**config.mk**
```make
export PLATFORM = sky130hd
export DESIGN_NAME = rpfv_div
export DESIGN_NICKNAME = d
export VERILOG_FILES = /design/src/rtl/rpfv_pkg.sv /design/src/rtl/rpfv_div.sv
export SDC_FILE = /design/constraint.sdc
export NUM_CORES = 1
export LEC_CHECK = 0
export ABC_AREA = 0
export BUFFER_PORTS_ARGS = -buffer_cell sky130_fd_sc_hd__buf_4
export CORE_UTILIZATION = 51
export CTS_BUF_LIST = sky130_fd_sc_hd__clkbuf_4 sky130_fd_sc_hd__clkbuf_8
export DETAILED_ROUTE_END_ITERATION = 8
export GPL_ROUTABILITY_DRIVEN = 0
export PLACE_DENSITY_LB_ADDON = 0.2
export SYNTH_ARGS = -nofsm -noshare
export SYNTH_HDL_FRONTEND = slang
export SYNTH_SLANG_ARGS = --single-unit
```
**constraint.sdc**
```tcl
create_clock -name clk -period 3 [get_ports clk]
set_input_delay 0.6 -clock clk [delete_from_list [all_inputs] [get_ports clk]]
set_output_delay 0.6 -clock clk [all_outputs]
set_load 0.1 [all_outputs]
```
**src/rtl/rpfv_pkg.sv**
```systemverilog
`timescale 1ns / 1ps

package rpfv_pkg;

  localparam int MAX_VERTICES = 64;
  localparam int FRAC_BITS    = 16;
  localparam int CORDIC_STEPS = 16;

  localparam int COORD_W    = 24;
  localparam int RADIUS_W   = 23;
  localparam int SIDES_W    = 6;
  localparam int IDX_W      = 6;
  localparam int CFG_IDX_W  = 4;
  localparam int CFG_DATA_W = 23;

  // binary angle, one turn is 2^ANG_W
  localparam int ANG_W      = 32;
  // cordic datapath in Q2.30 with headroom
  localparam int CORD_W     = 34;
  localparam int TRIG_W     = 32;
  localparam int ATAN_LEN   = 24;
  localparam int ATAN_IDX_W = 5;
  localparam int GAIN_Q30   = 652032874;

  localparam logic [RADIUS_W-1:0]  RADIUS_RESET = RADIUS_W'(1 << FRAC_BITS);
  localparam logic [SIDES_W-1:0]   SIDES_RESET  = SIDES_W'(3);
  localparam logic [SIDES_W-1:0]   SIDES_MIN    = SIDES_W'(3);
  localparam logic [SIDES_W-1:0]   SIDES_MAX    = SIDES_W'(MAX_VERTICES - 2);

  localparam logic [CFG_IDX_W-1:0] REG_RADIUS = CFG_IDX_W'(0);
  localparam logic [CFG_IDX_W-1:0] REG_SIDES  = CFG_IDX_W'(1);

  typedef struct packed {
    logic                     done;
    logic [ANG_W-1:0]         quo;
    logic [SIDES_W-1:0]       rem;
  } div_res_t;

  typedef struct packed {
    logic                     done;
    logic signed [TRIG_W-1:0] cos_v;
    logic signed [TRIG_W-1:0] sin_v;
  } cordic_res_t;

  // atan(2^-k) in units of 2^-32 turn
  function automatic logic [ANG_W-1:0] atan_val(input logic [ATAN_IDX_W-1:0] k);
    logic [ANG_W-1:0] v;
    case (k)
      5'd0:    v = 32'd536870912;
      5'd1:    v = 32'd316933406;
      5'd2:    v = 32'd167458907;
      5'd3:    v = 32'd85004756;
      5'd4:    v = 32'd42667331;
      5'd5:    v = 32'd21354465;
      5'd6:    v = 32'd10680862;
      5'd7:    v = 32'd5340245;
      5'd8:    v = 32'd2670163;
      5'd9:    v = 32'd1335087;
      5'd10:   v = 32'd667544;
      5'd11:   v = 32'd333772;
      5'd12:   v = 32'd166886;
      5'd13:   v = 32'd83443;
      5'd14:   v = 32'd41722;
      5'd15:   v = 32'd20861;
      5'd16:   v = 32'd10430;
      5'd17:   v = 32'd5215;
      5'd18:   v = 32'd2608;
      5'd19:   v = 32'd1304;
      5'd20:   v = 32'd652;
      5'd21:   v = 32'd326;
      5'd22:   v = 32'd163;
      5'd23:   v = 32'd81;
      default: v = '0;
    endcase
    return v;
  endfunction

endpackage

```
**src/rtl/rpfv_div.sv**
```systemverilog
`timescale 1ns / 1ps

// restoring divider: floor(2^ANG_W / n) and 2^ANG_W mod n, one quotient bit a cycle
module rpfv_div (
  input  logic                          clk,
  input  logic                          rst,
  input  logic                          start,
  input  logic [rpfv_pkg::SIDES_W-1:0]  n,
  output rpfv_pkg::div_res_t            res
);
  import rpfv_pkg::*;

  localparam int DIV_STEPS = ANG_W + 1;
  localparam int CNT_W     = $clog2(DIV_STEPS);

  typedef enum logic {D_IDLE, D_RUN} dstate_t;

  dstate_t              state;
  logic [CNT_W-1:0]     cnt;
  logic [SIDES_W-1:0]   dvs;
  logic [SIDES_W-1:0]   rem;
  logic [ANG_W-1:0]     quo;
  logic [SIDES_W:0]     trial;
  logic                 fits;
  logic                 done;

  // dividend is a one followed by ANG_W zeros
  assign trial = {rem, (cnt == '0)};
  assign fits  = trial >= {1'b0, dvs};

  always_ff @(posedge clk) begin
    if (rst) begin
      state <= D_IDLE;
      done  <= 1'b0;
    end else begin
      done <= (state == D_RUN) && (cnt == CNT_W'(DIV_STEPS - 1));
      case (state)
        D_IDLE: begin
          if (start) begin
            dvs   <= n;
            rem   <= '0;
            quo   <= '0;
            cnt   <= '0;
            state <= D_RUN;
          end
        end
        D_RUN: begin
          rem <= fits ? SIDES_W'(trial - {1'b0, dvs}) : trial[SIDES_W-1:0];
          quo <= {quo[ANG_W-2:0], fits};
          cnt <= cnt + 1'b1;
          if (cnt == CNT_W'(DIV_STEPS - 1))
            state <= D_IDLE;
        end
        default: state <= D_IDLE;
      endcase
    end
  end

  assign res.done = done;
  assign res.quo  = quo;
  assign res.rem  = rem;

endmodule

```
==> results_dict.tcl, run 1 <==
set metrics [dict create \
    port_buffers 47 \
    via_count 1367 \
    stdcell_count 269 \
    status "complete, no violations" \
    clockBufferDepth 2 \
    dpl_cell_area_sq_um 2753 \
    leakage_nw 1.190 \
    seq_area_frac_synth_pct 66.06 \
    holdWs_ns 0.4710 \
    first_pass_iters 4 \
    finalHoldViolations 0 \
    maxSlewHeadroom_pct 57.22 \
    clock_latency_ns 0.30 \
    setup_viol 0 \
    post-dp-hpwl_microns 2668 \
    grt_start_max_net_pins 47 \
    fin_area_sq_um 2869 \
    cts.repair.resized 0 \
    yosys_register_bits 52 \
    grt_pass1_vias 1346 \
    synth.distinct_cells 34 \
    seqPwrFrac_pct 49.1 \
    dr.first_iter.drc_count 86 \
    htreeDepth 2 \
    min_period_ns 2.637 \
    area_growth_pct 22.95 \
    fin_skew_ns 0.005295 \
    pre_cts_slack_ns 0.3635 \
    rsz0062_at_grt "false" \
    slew_violations 0 \
    cp-start-kind "register" \
    synth_nets 183 \
    worstMarginPinSlew_ns 0.6402 \
    hold_class "primary input to register" \
    cts_tree "done" \
    worstPathArrival_ns 2.70 \
    drc_errors 0 \
    tns_ns 0 \
    clock.fmax_mhz 379.2 \
    antennaDiodeCount 0 \
    die-area_sq_um 4850 \
    syn_avg_cell_area_sq_um 14.23 \
    die_h_microns 69.64 \
    holdPathStages 1 \
    switching_share_pct 31.36 \
    power_switching_mw 0.5568 \
    cts-root-buf "clkbuf_8" \
    grt_use_total_pct 17.95 \
    cts_buffers 5 \
    start_util_pct 53.22 \
    overflow 0 \
    peakVddDrop_uv 308.5 \
    layout_setup_ws_ns 0.3626 \
    cts_sinks 52 \
    placed_cells 261 \
    crit_buf_inv 1 \
    post_cts_buffers 0 \
    synth_warnings 0 \
    die_x_microns 69.64 \
    grt_first_pass_wirelength_microns 6589 \
    worstSetupEndpointType "register" \
    cpLargestDelayFamily "simple AND/OR/NAND/NOR gates" \
    nets 235 \
    synthesis.area_sq_um 2333 \
    fin_crit_sh_pct 87.91 \
    path_class "register to register" \
    cts.clk_slew.worst_paths_ns 0.09 \
    intPower_mw 1.219 \
    fill_cells 330 \
    critical_path.max_stage_delay_ns 0.44 \
    crit_chain "inv_1 > ha_1 > nor4b_1 > nand2b_1 > ha_1 > nand2b_2 > a31oi_1 > o21ai_4 > mux2i_1 > and2_1" \
    r2r_cells 10 \
    netlist_instances 164 \
    io-pin-count 48 \
    core-area_sq_um 4384 \
    maxCapViolCount 0 \
    p_comb_share_pct 23.6 \
    p_clk_share_pct 27.3 \
    num_rows 24 \
    final_antenna_net_count 0 \
    wirelength_microns 3884 \
    cp_slowest_cell "edfxtp_1" \
    drive_above_1_share_pct 30.41 \
    viasPerCell 5.082 \
    crit_fanout 8 \
    wl_per_cell_microns 14.44 \
    antenna_found_initial 0 \
    cp_common_cell "ha_1" \
    crit_required_ns 3.06 \
    ctsHoldBuffers 0 \
    p_per_area_nw_per_um2 618.8 \
    path_depth 10 \
]
[area by class of cell]
cell class	instances	area, sq um	area share [%]
Inverter	10	37.54	1.308
Timing Repair Buffer	51	382.9	13.34
Clock inverter	2	33.78	1.177
Multi-Input combinational cell	96	725.7	25.29
Tap cell	52	65.06	2.268
Clock buffer	6	82.58	2.878
Sequential cell	52	1541	53.73
[flip-flops by register name, indices dropped and copies added, names as in the netlist]
register  flops
state         1
cnt           6
done          1
rem           6
quo          32
dvs           6
[power by group through the flow]
stage / combinational, mW / sequential [mW] / clock [mW]
CTS: 0.422 / 0.873 / 0.497
finish: 0.419 / 0.872 / 0.484
detailed placement: 0.421 / 0.888 / 0
global route: 0.440 / 0.878 / 0.519
global placement: 0.413 / 0.886 / 0
floorplan: 0.111 / 1.11 / 0
[metal layers]
layer | GRT usage [%] | routed length (microns)
met3 | 6.105 | 213
met1 | 23.47 | 1726
met5 | 0 | 0
met2 | 28.26 | 1908
met4 | 6.000 | 35
[path summary, 6_finish.rpt]
check,end,start,slack [ns]
hold / removal,dvs[4],n[4],0.47
setup / recovery,rem[0],cnt[0],0.36
setup reg to reg,rem[0],cnt[0],0.36
hold reg to reg,quo[24],quo[23],0.56
[logic make-up after synthesis]
family                     after synthesis  synth area share [%]
AOI/OAI and AO/OA                       16                 5.952
xor gates and xnor gates                 6                 2.252
adders and majority gates               10                 5.684
buffers and inverters                   16                 3.164
DFF                                     52                 66.06
muxes                                    3                 1.287
and+or+nand+nor                         61                 15.60
[placed cells by master, fill, tap and decap left out, types with 2 or more instances in the layout]
cell | synthesis | final
xnor2_1 | 4 | 4
a21oi_1 | 2 | 2
edfxtp_1 | 50 | 50
mux2i_1 | 3 | 3
inv_1 | 10 | 10
a21o_2 | 2 | 2
xor2_1 | 2 | 2
o21a_1 | 3 | 3
nor2_1 | 5 | 4
buf_4 | 1 | 51
nand3_1 | 4 | 4
nand2_1 | 4 | 4
and2_1 | 37 | 37
dfxtp_1 | 2 | 2
nor2b_1 | 5 | 5
ha_1 | 9 | 9
clkbuf_8 | 1 | 6
[cells in the mapped netlist]
cell	n	area, sq um
a211oi_2	1	12.51
a21o_1	1	7.510
a21o_2	2	17.52
a21oi_1	2	10.01
a31oi_1	1	6.260
and2_1	37	231.5
buf_4	1	7.510
clkbuf_1	4	15.01
clkbuf_8	1	13.76
dfxtp_1	2	40.04
edfxtp_1	50	1501
fa_1	1	20.02
ha_1	9	112.6
inv_1	10	37.54
mux2i_1	3	30.03
nand2_1	4	15.01
nand2_4	1	11.26
nand2b_1	1	6.260
nand2b_2	1	8.760
nand3_1	4	20.02
nor2_1	5	18.77
nor2b_1	5	31.28
nor3_1	1	5.000
nor3b_1	1	7.510
nor4b_1	1	8.760
o211a_1	1	10.01
o21a_1	3	22.52
o21ai_0	1	5.000
o21ai_4	1	16.27
o22ai_1	1	6.260
o31a_1	1	8.760
o32ai_2	1	16.27
xnor2_1	4	35.03
xor2_1	2	17.52
[worst reg2reg max path, delay by kind of cell (launching register included)]
family | cells | cell delay, ns
simple gates | 4 | 0.81
compound gates | 2 | 0.46
flops | 1 | 0.44
fa+ha+maj | 2 | 0.44
mux | 1 | 0.15
buf+inv | 1 | 0.08
[per-stage QoR]
step	util, %	power, mW
2_1_floorplan	-	1.224
3_3_place_gp	62.79	1.299
3_5_place_dp	62.79	1.309
4_1_cts	65.44	1.792
5_1_grt	65.44	1.838
6_report	65.44	1.775
No activity file was read; power rests on OpenSTA's default activity.
==> inputs of run 2 (changes only) <==
--- a/config.mk
+++ b/config.mk
@@ -6,5 +6,5 @@
 export NUM_CORES = 1
 export LEC_CHECK = 0
-export ABC_AREA = 0
+export ABC_AREA = 1
 export BUFFER_PORTS_ARGS = -buffer_cell sky130_fd_sc_hd__buf_4
 export CORE_UTILIZATION = 51
@@ -12,5 +12,5 @@
 export DETAILED_ROUTE_END_ITERATION = 8
 export GPL_ROUTABILITY_DRIVEN = 0
-export PLACE_DENSITY_LB_ADDON = 0.2
+export PLACE_DENSITY_LB_ADDON = 0.12
 export SYNTH_ARGS = -nofsm -noshare
 export SYNTH_HDL_FRONTEND = slang
==> constraint.sdc (replaced) <==
create_clock -name clk -period 3 [get_ports clk]
set_input_delay 0.15 -clock clk [delete_from_list [all_inputs] [get_ports clk]]
set_output_delay 0.15 -clock clk [all_outputs]
set_load 0.1 [all_outputs]
==> results_dict.tcl, run 2 <==
set metrics [dict create \
    status "complete, but fails checks" \
    violations "DRC" \
    min_from "n[5]" \
    largest_register_ffs 32 \
    synthesis.area_sq_um 2445 \
    cp-start-kind "register" \
    overflow 0 \
    grt_use_total_pct 18.86 \
    final_common_cell "inv_1" \
    rr_startpoint "cnt[0]" \
    slew_violations 0 \
    yosys_register_bits 52 \
    crit_start "cnt[0]" \
    hold_class "primary input to register" \
    cts_sinks 52 \
    stdcell_count 347 \
    synth_edf_count 50 \
    async_flop_share_pct 0 \
    post-dp-hpwl_microns 2934 \
    peakVddDrop_uv 386.8 \
    num_rows 24 \
    wl_per_cell_microns 12.32 \
    worstPathArrival_ns 2.40 \
    port_buffers 47 \
    syn_avg_cell_area_sq_um 10.27 \
    area_growth_pct 24.00 \
    synth_most_common_cell "inv_1" \
    final_antenna_net_count 0 \
    cts.clk_slew.worst_paths_ns 0.09 \
    synth_warnings 0 \
    clockBufferDepth 2 \
    synth_top_area_share_pct 61.41 \
    crit_required_ns 3.08 \
    antennaDiodeCount 0 \
    path_class "register to register" \
    cts-root-buf "clkbuf_8" \
    grt_pass1_vias 1552 \
    seq_area_frac_synth_pct 63.05 \
    finalHoldViolations 0 \
    fin_crit_sh_pct 77.52 \
    htreeDepth 2 \
    top_register "quo" \
    placed_cells 335 \
    min_period_ns 2.326 \
    tns_ns 0 \
    first_pass_iters 6 \
    start_util_pct 54.64 \
    drive_above_1_share_pct 23.05 \
    fin_skew_ns 0.006576 \
    dr.first_iter.drc_count 154 \
    cts_buffers 5 \
    setup_viol 0 \
    leakage_nw 1.556 \
    cts_tree "done" \
    clock_latency_ns 0.31 \
    post-route-util_pct 67.76 \
    die_x_microns 71.24 \
    crit_fanout 3 \
    synth_common_cells "61 x inv_1, 57 x nand2_1, 50 x edfxtp_1" \
    synth_area_leaders "edfxtp_1 61%, inv_1 9.4%, nand2_1 8.8%" \
    grt_first_pass_wirelength_microns 7148 \
    synth.distinct_cells 27 \
    worstSetupEndpointType "register" \
    r2r_cells 14 \
    r2r_setup_slack_ns 0.67 \
    viasPerCell 4.790 \
    die_h_microns 71.24 \
    fin_area_sq_um 3032 \
    maxCapViolCount 0 \
    wirelength_microns 4274 \
    io-pin-count 48 \
    clock.fmax_mhz 430.0 \
    grt_start_max_net_pins 43 \
    r2r_end "rem[4]" \
    yosysTopAreaCell "edfxtp_1" \
    cts.repair.resized 0 \
    dpl_cell_area_sq_um 2877 \
    p_per_area_nw_per_um2 595.4 \
    drc_errors 6 \
    total_power_mw 1.805 \
    endpoint "rem[4]" \
    antenna_found_initial 0 \
    synth_nets 257 \
    netlist_instances 238 \
    most-common-layout-cells "61 x inv_1, 57 x nand2_1, 51 x buf_4, 50 x edfxtp_1, 19 x nor2_1" \
    core-area_sq_um 4474 \
    worstMarginPinSlew_ns 0.6108 \
    die-area_sq_um 5074 \
    nets 313 \
    maxSlewHeadroom_pct 59.19 \
    rsz0062_at_grt "false" \
    synth_ff_type "edfxtp_1" \
    via_count 1662 \
]
==> run 2: changes by cell type after synthesis, moves of 3 or more <==
| cell | before | now |
|---|---|---|
| nand2_1 | 4 | 57 |
| xnor2_1 | 4 | 1 |
| nor2_1 | 5 | 19 |
| mux2i_1 | 3 | 0 |
| nor2b_1 | 5 | 0 |
| nand4_1 | 0 | 6 |
| and2_1 | 37 | 0 |
| inv_1 | 10 | 61 |
==> run 2: repair_timing <==
action,4_1_cts,5_1_grt
endpoints found under the setup margin,0,0
hold buffers,1,3
setup buffers,0,0
endpoints found under the hold margin,1,3
==> run 2: worst min-delay path by stage <==
stage | end | slack [ns] | depth (start not counted)
after global placement | dvs[2] | 0.33 | 1
after floorplan | done | 0.22 | 1
after global routing | dvs[5] | 0.004 | 1
after CTS | dvs[4] | 0.0005 | 1
after detailed placement | dvs[1] | 0.33 | 1
final | dvs[5] | 0.02 | 1
==> run 2: kinds of logic (layout without fill, tap and decap cells) <==
logic type | after synthesis | after routing | synth area share [%]
adder cells (fa/ha/maj) | 10 | 10 | 5.425
AO/OA/AOI/OAI | 8 | 8 | 2.201
AND/OR/NAND/NOR | 98 | 98 | 17.86
buffers and inverters | 68 | 125 | 10.75
XOR/XNOR | 2 | 2 | 0.7166
flip-flops | 52 | 52 | 63.05
==> run 2: metal layers <==
layer,global-route usage (%),up-vias,wire [microns]
met5,0,-,0
met2,29.63,46,1995
met3,5.345,6,215
li1,-,847,-
met4,7.333,0,72
met1,25.07,763,1991
==> run 2: critical path, cell delays in order (launching register included) <==
cell and delay (ns):
edfxtp_1 0.42, inv_1 0.09, ha_1 0.14, nand2_1 0.05, nor2_1 0.11, nand3_1 0.13
ha_1 0.22, fa_1 0.39, nand3b_1 0.20, nand3_1 0.08, nand2_1 0.05, nand2_1 0.06
nand2_1 0.05, nand2_1 0.05, nor2_1 0.04
==> run 2: per-stage QoR <==
step	hold slack [ns]	setup WS [ns]
finish	0.01618	0.6745
floorplan	0.2224	0.6580
global route	0.003564	0.4789
CTS	0.0005210	0.6807
detailed placement	0.3293	0.7008
global placement	0.3283	0.7605
==> run 2: power breakdown <==
part	total, mW	internal [mW]	switching (mW)
clock	0.495	0.261	0.234
sequential	0.871	0.847	0.0236
combinational	0.439	0.0988	0.340
==> run 2: cell type report <==
cell class | instances | area, sq um
multi-input combinational | 118 | 651.9
timing repair buffer | 55 | 422.9
clock inverter | 2 | 38.79
clock buffer | 6 | 76.32
fill | 380 | 1443
tap | 52 | 65.06
inverter | 62 | 235.2
sequential | 52 | 1541
