File: src/rtl/rpfv_pkg.sv
`timescale 1ns / 1ps

package rpfv_pkg;

  localparam int MAX_VERTICES = 64;
  localparam int FRAC_BITS    = 16;
  localparam int CORDIC_STEPS = 16;

  localparam int COORD_W    = 24;
  localparam int RADIUS_W   = 23;
  localparam int SIDES_W    = 6;
  localparam int IDX_W      = 6;
  localparam int CFG_IDX_W  = 4;
  localparam int CFG_DATA_W = 23;

  // binary angle, one turn is 2^ANG_W
  localparam int ANG_W      = 32;
  // cordic datapath in Q2.30 with headroom
  localparam int CORD_W     = 34;
  localparam int TRIG_W     = 32;
  localparam int ATAN_LEN   = 24;
  localparam int ATAN_IDX_W = 5;
  localparam int GAIN_Q30   = 652032874;

  localparam logic [RADIUS_W-1:0]  RADIUS_RESET = RADIUS_W'(1 << FRAC_BITS);
  localparam logic [SIDES_W-1:0]   SIDES_RESET  = SIDES_W'(3);
  localparam logic [SIDES_W-1:0]   SIDES_MIN    = SIDES_W'(3);
  localparam logic [SIDES_W-1:0]   SIDES_MAX    = SIDES_W'(MAX_VERTICES - 2);

  localparam logic [CFG_IDX_W-1:0] REG_RADIUS = CFG_IDX_W'(0);
  localparam logic [CFG_IDX_W-1:0] REG_SIDES  = CFG_IDX_W'(1);

  typedef struct packed {
    logic                     done;
    logic [ANG_W-1:0]         quo;
    logic [SIDES_W-1:0]       rem;
  } div_res_t;

  typedef struct packed {
    logic                     done;
    logic signed [TRIG_W-1:0] cos_v;
    logic signed [TRIG_W-1:0] sin_v;
  } cordic_res_t;

  // atan(2^-k) in units of 2^-32 turn
  function automatic logic [ANG_W-1:0] atan_val(input logic [ATAN_IDX_W-1:0] k);
    logic [ANG_W-1:0] v;
    case (k)
      5'd0:    v = 32'd536870912;
      5'd1:    v = 32'd316933406;
      5'd2:    v = 32'd167458907;
      5'd3:    v = 32'd85004756;
      5'd4:    v = 32'd42667331;
      5'd5:    v = 32'd21354465;
      5'd6:    v = 32'd10680862;
      5'd7:    v = 32'd5340245;
      5'd8:    v = 32'd2670163;
      5'd9:    v = 32'd1335087;
      5'd10:   v = 32'd667544;
      5'd11:   v = 32'd333772;
      5'd12:   v = 32'd166886;
      5'd13:   v = 32'd83443;
      5'd14:   v = 32'd41722;
      5'd15:   v = 32'd20861;
      5'd16:   v = 32'd10430;
      5'd17:   v = 32'd5215;
      5'd18:   v = 32'd2608;
      5'd19:   v = 32'd1304;
      5'd20:   v = 32'd652;
      5'd21:   v = 32'd326;
      5'd22:   v = 32'd163;
      5'd23:   v = 32'd81;
      default: v = '0;
    endcase
    return v;
  endfunction

endpackage

File: src/rtl/rpfv_cordic.sv
`timescale 1ns / 1ps

// rotation-mode cordic, one micro-rotation a cycle, quadrant fold at the end
module rpfv_cordic (
  input  logic                        clk,
  input  logic                        rst,
  input  logic                        start,
  input  logic [rpfv_pkg::ANG_W-1:0]  angle,
  output rpfv_pkg::cordic_res_t       res
);
  import rpfv_pkg::*;

  localparam logic signed [CORD_W-1:0] GAIN_INIT = CORD_W'(GAIN_Q30);

  typedef enum logic [1:0] {C_IDLE, C_RUN, C_MAP} cstate_t;

  cstate_t                 state;
  logic signed [CORD_W-1:0] x, y, z;
  logic signed [CORD_W-1:0] dx, dy, at;
  logic signed [CORD_W-1:0] x_next, y_next, z_next;
  logic signed [CORD_W-1:0] c_map, s_map;
  logic [1:0]               quad;
  logic [ATAN_IDX_W-1:0]    k;

  always_comb begin
    dx = y >>> k;
    dy = x >>> k;
    at = signed'(CORD_W'(atan_val(k)));
    if (!z[CORD_W-1]) begin
      x_next = x - dx;
      y_next = y + dy;
      z_next = z - at;
    end else begin
      x_next = x + dx;
      y_next = y - dy;
      z_next = z + at;
    end
  end

  always_comb begin
    case (quad)
      2'd0: begin c_map = x;  s_map = y;  end
      2'd1: begin c_map = -y; s_map = x;  end
      2'd2: begin c_map = -x; s_map = -y; end
      default: begin c_map = y; s_map = -x; end
    endcase
  end

  always_ff @(posedge clk) begin
    if (rst) begin
      state    <= C_IDLE;
      res.done <= 1'b0;
    end else begin
      res.done <= (state == C_MAP);
      case (state)
        C_IDLE: begin
          if (start) begin
            x     <= GAIN_INIT;
            y     <= '0;
            z     <= signed'(CORD_W'(angle[ANG_W-3:0]));
            quad  <= angle[ANG_W-1:ANG_W-2];
            k     <= '0;
            state <= C_RUN;
          end
        end
        C_RUN: begin
          x <= x_next;
          y <= y_next;
          z <= z_next;
          k <= k + 1'b1;
          if (k == ATAN_IDX_W'(CORDIC_STEPS - 1))
            state <= C_MAP;
        end
        C_MAP: begin
          res.cos_v <= c_map[TRIG_W-1:0];
          res.sin_v <= s_map[TRIG_W-1:0];
          state     <= C_IDLE;
        end
        default: state <= C_IDLE;
      endcase
    end
  end

endmodule

File: config.mk
export PLATFORM = sky130hd
export DESIGN_NAME = rpfv_cordic
export DESIGN_NICKNAME = d
export VERILOG_FILES = /design/src/rtl/rpfv_pkg.sv /design/src/rtl/rpfv_cordic.sv
export SDC_FILE = /design/constraint.sdc
export NUM_CORES = 1
export LEC_CHECK = 0
export ABC_AREA = 1
export BUFFER_PORTS_ARGS = -buffer_cell sky130_fd_sc_hd__buf_2
export CAP_MARGIN = 20
export CORE_AREA = 2 2 207 229
export CTS_CLUSTER_DIAMETER = 80
export DETAILED_ROUTE_END_ITERATION = 8
export DIE_AREA = 0 0 209 231
export PLACE_DENSITY = 0.66
export SLEW_MARGIN = 30
export SYNTH_ARGS = -nofsm -noshare
export SYNTH_HDL_FRONTEND = slang
export SYNTH_SLANG_ARGS = --single-unit
File: constraint.sdc
create_clock -name clk -period 18.3 [get_ports clk]
set_input_delay 3.66 -clock clk [delete_from_list [all_inputs] [get_ports clk]]
set_output_delay 3.66 -clock clk [all_outputs]
set_load 0.005 [all_outputs]
==> impl_metrics.yaml, run 1 <==
outcome:
  status: "finished clean"
placement:
  hpwlAfterDp_mm: 65.7
  portBuffers: 99
  gp_congestion: 1.01
  post_dp_cell_area_sq_um: 23500
detailed_routing:
  drt-total-wl_mm: 86.7
  detail_route.iter0.violations: 2761
  drt_first_pass_iters: 6
  drc: 0
  drt-wirelength-per-cell_um: 21.0
  detail_route.vias_per_cell: 6.03
  num_vias: 24900
  final_antenna_net_count: 0
cells_and_area:
  finish.instance_area_sq_um: 24400
  nets: 3671
  drive_above_1_share_pct: 8.47
  area_overhead_of_the_layout_relative_to_synthesis_pct: 7.51
  fillerInstances: 4621
floorplan:
  initial_core_util_pct: 49.1
  core_area_sq_um: 46200
  die_height_um: 231
  die_area_sq_um: 48300
  num_rows: 83
  ioPinCount: 100
  horizontal_extent_of_the_die_um: 209
synth:
  synthesized_net_count: 3668
  synthesis.instances: 3516
  ys_async_rst_share_pct: 0
  ys_seq_area_share_pct: 25.8
  synth.distinct_cells: 60
  avg_cell_area_syn_sq_um: 6.46
  dominant_combinational_cell_family_by_area_after_synthesis: "simple AND/OR/NAND/NOR gates"
  synth_ff_type: "edfxtp_1"
  synth_xor_xnor_area_share_pct: 4.86
  synthDominantCellAreaShare_pct: 22.9
  synth_common_cells: "872 x nand2_1, 505 x nand3_1, 365 x inv_1"
  post_synthesis_compound_gate_area_fraction_pct: 15.6
  post_synth_simple_gate_area_pct: 37.8
  postSynthRegisterBits: 206
  yosys.cell_count.top_type: "nand2_1"
  synthMuxAreaShare_pct: 0
  synth_area_leaders: "edfxtp_1 23%, nand2_1 14%, nand3_1 11%, ha_1 6.3%, inv_1 6.0%"
  yosysWarnings: 0
  synth_edf_count: 173
  synthAdderAreaFrac_pct: 6.55
  synthDominantAreaCellType: "edfxtp_1"
  netlist_area_sq_um: 22700
timing:
  worst-slew-pin-transition_ns: 0.976
  final.min_clock_period_ns: 5.96
  setup-tns-final_ns: 0
  timing.max_slew.rel_slack_pct: 35.0
  worst_clock_skew_ns: 0.0116
  rsz0062_at_grt: "false"
  timing_max_transition_violations_final: 0
  max_freq_mhz: 168
  final_hold_viol_count: 0
  setup-violations-final: 0
  min_period_over_period_pct: 32.6
setup_path:
  timing.critical_path.slowest_stage_cell: "o21ai_0"
  crit_path_start_kind: "register"
  critPathMostFrequentCell: "nand3_1"
  max_stage_delay_ns: 0.63
  r2r_start: "k[1]$_DFFE_PP_"
  cp_cell_sequence: "buf_4 > inv_4 > nand3_1 > nand3_1 > nand3_1 > nand3_1 > nand2_2 > inv_1 > ha_1 > nand2_1 > o21ai_0 > fa_1 > inv_1 > nand3_1 > nand2_1 > a31oi_1 > o21ai_0 > a21oi_1 > o21ai_0 > a21oi_1 > o21ai_0 > nand2_1 > nand2_1 > nor2_1"
  critPathLaunch: "k[1]$_DFFE_PP_"
  reg2reg_slack_ns: 12.34
  crit_path_end_kind: "register"
  critical_path_peak_fanout: 69
  critical-path-top-delay-family: "compound AO/OA/AOI/OAI gates"
  path_buf_inv: 4
  required_ns: 18.64
  critical_path_arrival_ns: 6.31
  criticalPathCategory: "reg2reg"
global_routing:
  globalRouteTotalUtil_pct: 35.0
  globalRoute.totalOverflow: 0
  grt_first_pass_wirelength_mm: 131
  grt_antenna_before_repair: 1
  largest_net_degree_at_the_start_of_global_routing: 74
  via_count_of_the_first_global_routing_pass: 23300
clock_network:
  clk_latency_ns: 0.59
  maximum_level_of_the_cts_h_tree: 1
  ctsRootBufferMaster: "clkbuf_16"
  number_of_buffers_added_for_setup_after_cts: 0
  tritoncts: "built"
  cts_hold_buffers: 0
  number_of_buffers_on_the_longest_clock_path: 3
  postCtsResizedCells: 0
  cts.sink_count: 206
  numCtsBuffers: 28
  clkTransAtPathRegs_ns: 0.06
flow_run:
  max_cap_viol_count: 0
power_and_ir_drop:
  max-vdd-ir-drop_uv: 140
  power_density_nw_per_um2: 95.2
  leakagePower_uw: 0.0111
hold_path:
  hp-class: "reg2reg"
  hold_path.startpoint: "state[0]$_SDFFE_PP0P_"
==> report_power, final <==
group	switching, uW	internal [uW]
Combinational	745	353
Sequential	83.3	564
Clock	238	342
==> final timing paths <==
path | endpoint | cells after the start
worst max-delay path | y[24]$_SDFFCE_PN0P_ | 24
worst min-delay path | state[0]$_SDFFE_PP0P_ | 1
worst max register to register | y[24]$_SDFFCE_PN0P_ | 24
worst min register to register | state[0]$_SDFFE_PP0P_ | 1
==> worst register-to-register path: cells and delay by family, from the launching register on <==
family                   cells  cell delay (ns)
AND/OR/NAND/NOR             11             1.30
flip-flops                   1             0.32
AO/OA/AOI/OAI                7             2.13
adder cells (fa/ha/maj)      2             0.74
buffers and inverters        4             1.23
==> area by class of cell <==
class                   instances  area [sq um]  area share (%)
well taps                     595           744            3.05
inverters                     380          1430            5.86
clock inverters                12           134           0.548
flip-flops and latches        206          5860            24.0
repair buffers                126           698            2.86
clock buffers                  40           820            3.36
diodes                          1          2.50          0.0103
multi-input cells            2777         14700            60.3
==> metal layers <==
metal,global-route usage [%],share of wire [%]
met4,23.2,7.4
met3,4.58,7.4
met1,41.3,38
met2,59.5,47
met5,0,0
==> state kept, by name, summed over array words and instances (netlist names) <==
name and cells:
z 34, y 34, at 30, quad 2, k 5, res 65
x 34, state 2
==> cells in the final DEF, fill, tap and decap left out, types with 14 or more instances in the layout <==
cell       netlist  layout
a221oi_1        27      27
xor2_1          95      95
o21ai_1         21      21
buf_2           29      99
nor3_1          39      38
nand2_1        872     872
o21a_1          19      19
o2111ai_1       18      18
nand2_2         31      31
nand4_1         59      59
a21o_1          14      14
ha_1           114     114
nand3_2         16      16
o21ai_0        205     205
inv_1          365     363
nor4_1          29      29
nor2_1         298     295
clkbuf_16        0      31
a31oi_1         34      34
nor2_2          15      17
edfxtp_1       173     173
a21oi_1        207     207
nand3_1        505     505
or2_2           27      27
buf_4            6      27
xnor2_1         31      31
dfxtp_1         33      33
==> cell families after synthesis <==
logic type,count (synthesis)
AO/OA/AOI/OAI,609
XOR/XNOR,126
flip-flops,206
buffers and inverters,533
adder cells (fa/ha/maj),117
AND/OR/NAND/NOR,1925
==> per-stage QoR <==
step                      worst slack, ns  util [%]  power, uW  instances  hold WS [ns]
after floorplan                      9.68         -       1420       3516         0.458
after global placement              12.00      50.7       1710       4084         0.536
after detailed placement            11.98      50.8       1720       4084         0.532
after CTS                           12.51      52.8       2310       4136         0.559
after global routing                11.84      52.8       2470       4136         0.602
final                               12.34      52.8       2320       4137         0.571
(Power assumes the default switching activity.)
==> run 2, diff against run 1 <==
--- a/config.mk
+++ b/config.mk
@@ -12,7 +12,7 @@
 export CTS_CLUSTER_DIAMETER = 80
 export DETAILED_ROUTE_END_ITERATION = 8
 export DIE_AREA = 0 0 209 231
-export PLACE_DENSITY = 0.66
+export PLACE_DENSITY = 0.69
 export SLEW_MARGIN = 30
 export SYNTH_ARGS = -nofsm -noshare
 export SYNTH_HDL_FRONTEND = slang
==> constraint.sdc (replaced) <==
create_clock -name clk -period 4.9 [get_ports clk]
set_input_delay 0.98 -clock clk [delete_from_list [all_inputs] [get_ports clk]]
set_output_delay 0.98 -clock clk [all_outputs]
set_load 0.005 [all_outputs]
==> impl_metrics.yaml, run 2 (synthesis gave the netlist of run 1 again) <==
cells_and_area:
  area_occupied_by_multi_input_gates_sq_um: 14800
  most_common_cell_after_layout_fill_and_taps_aside: "nand2_1"
  drive_above_1_share_pct: 11.4
  area_overhead_of_the_layout_relative_to_synthesis_pct: 11.6
  sequential_cell_area_sq_um: 5860
  layout_common_cells: "871 x nand2_1, 505 x nand3_1, 363 x inv_1"
  fillerInstances: 4609
  nets: 3754
  diodes: 0
  postLayoutCoreUtil_pct: 54.9
  largest_register_ffs: 65
  regMostFlops: "res"
  fin_cells: 4219
timing:
  min_period_over_period_pct: 95.3
  timing_max_transition_violations_final: 0
  setup-violations-final: 0
  max_freq_mhz: 214
  final.min_clock_period_ns: 4.67
  final_hold_viol_count: 0
  worst_clock_skew_ns: 0.0208
  setup-tns-final_ns: 0
  rsz0062_at_grt: "true"
  worst-slew-pin-transition_ns: 0.988
  timing.max_slew.rel_slack_pct: 34.0
clock_network:
  numCtsBuffers: 28
  clk_latency_ns: 0.60
  tritoncts: "built"
  cts.sink_count: 206
  maximum_level_of_the_cts_h_tree: 1
  number_of_buffers_on_the_longest_clock_path: 3
  clkTransAtPathRegs_ns: 0.07
  ctsRootBufferMaster: "clkbuf_16"
setup_path:
  reg2reg_slack_ns: 0.23
  timing.critical_path.slowest_stage_cell: "edfxtp_1"
  reg2regPathDepth: 30
  critical_path_arrival_ns: 5.02
  crit_path_end_kind: "register"
  crit_path_start_kind: "register"
  critPathLaunch: "k[0]$_DFFE_PP_"
  criticalPathCategory: "reg2reg"
  critPathMostFrequentCell: "nand2_1"
  r2r_start: "k[0]$_DFFE_PP_"
  crit_path_end: "y[33]$_SDFFCE_PN0P_"
  required_ns: 5.25
  worstReg2RegEnd: "y[33]$_SDFFCE_PN0P_"
  max_stage_delay_ns: 0.44
  critical_path_peak_fanout: 39
global_routing:
  globalRouteTotalUtil_pct: 32.5
  grt_first_pass_wirelength_mm: 124
  via_count_of_the_first_global_routing_pass: 22800
  grt_antenna_before_repair: 0
  globalRoute.totalOverflow: 0
  largest_net_degree_at_the_start_of_global_routing: 73
detailed_routing:
  num_vias: 24900
  drt_first_pass_iters: 6
  drc: 0
  detail_route.iter0.violations: 2548
  detail_route.vias_per_cell: 5.90
  final_antenna_net_count: 0
  drt-total-wl_mm: 80.8
  drt-wirelength-per-cell_um: 19.2
placement:
  placed_instance_count: 4166
  portBuffers: 99
  gp_congestion: 1.01
  hpwlAfterDp_mm: 62.5
floorplan:
  ioPinCount: 100
  die_area_sq_um: 48300
  core_area_sq_um: 46200
  die_height_um: 231
  initial_core_util_pct: 49.1
  num_rows: 83
  horizontal_extent_of_the_die_um: 209
hold_path:
  hp-class: "reg2reg"
power_and_ir_drop:
  power_density_nw_per_um2: 349
  power_frac_clock_pct: 25.8
  p_int_uw: 4930
  p_seq_share_pct: 26.1
  net-switching-power_uw: 3910
  max-vdd-ir-drop_uv: 335
  comb_power_share_pct: 48.1
  power.share.switching_pct: 44.2
  leakagePower_uw: 0.0115
flow_run:
  max_cap_viol_count: 0
outcome:
  status: "finished clean"
[run 2: through the flow]
stage	total power, uW	hold WS (ns)	instance area, sq um	setup slack, ns
after detailed placement	6440	0.518	24200	0.112
after floorplan	5290	0.468	22700	0.179
after global routing	9440	0.557	25300	-0.119
after CTS	8740	0.528	25200	0.0737
after global placement	6440	0.508	24200	0.145
final	8850	0.531	25300	0.230
[run 2: layout make-up]
type / instances / area share [%]
multi-input cells: 2777 / 58.6
clock buffers: 30 / 2.79
repair buffers: 209 / 5.77
well taps: 595 / 2.94
inverters: 380 / 5.63
clock inverters: 22 / 1.20
flip-flops and latches: 206 / 23.1
[run 2: critical path: cells and delay by family (launching register included)]
kind	cells	cell delay (ns)
flip-flops	1	0.44
XOR/XNOR	1	0.22
buffers and inverters	3	0.35
AND/OR/NAND/NOR	19	1.89
AO/OA/AOI/OAI	5	1.01
adder cells (fa/ha/maj)	2	0.51
[run 2: worst min path at each step]
stage | cells past startpoint | end | startpoint | slack (ns)
after floorplan | 1 | state[0]$_SDFFE_PP0P_ | state[0]$_SDFFE_PP0P_ | 0.47
after global placement | 1 | state[0]$_SDFFE_PP0P_ | state[0]$_SDFFE_PP0P_ | 0.51
after detailed placement | 1 | state[0]$_SDFFE_PP0P_ | state[0]$_SDFFE_PP0P_ | 0.52
after CTS | 1 | state[0]$_SDFFE_PP0P_ | state[0]$_SDFFE_PP0P_ | 0.53
after global routing | 1 | quad[0]$_DFFE_PP_ | angle[30] | 0.56
final | 1 | state[0]$_SDFFE_PP0P_ | state[0]$_SDFFE_PP0P_ | 0.53
[run 2: metal layers]
metal | vias up | global-route usage [%] | share of wire, %
met1 | 11300 | 38.5 | 39
met4 | 0 | 20.2 | 6.8
met3 | 273 | 4.08 | 7.2
li1 | 12200 | - | -
met5 | - | 0 | 0
met2 | 1170 | 56.1 | 47
[run 2: power by group through the flow]
stage / Sequential (uW) / Clock, uW / Combinational [uW]
final: 2310 / 2280 / 4260
after CTS: 2300 / 2310 / 4130
after global placement: 2330 / 0 / 4100
after global routing: 2310 / 2380 / 4750
after detailed placement: 2330 / 0 / 4100
after floorplan: 2230 / 0 / 3060
[run 2: timing repair]
item	CTS	global route
resized for setup	0	38
endpoints found under the setup margin	0	23
hold buffers	0	0
buffers inserted	0	1
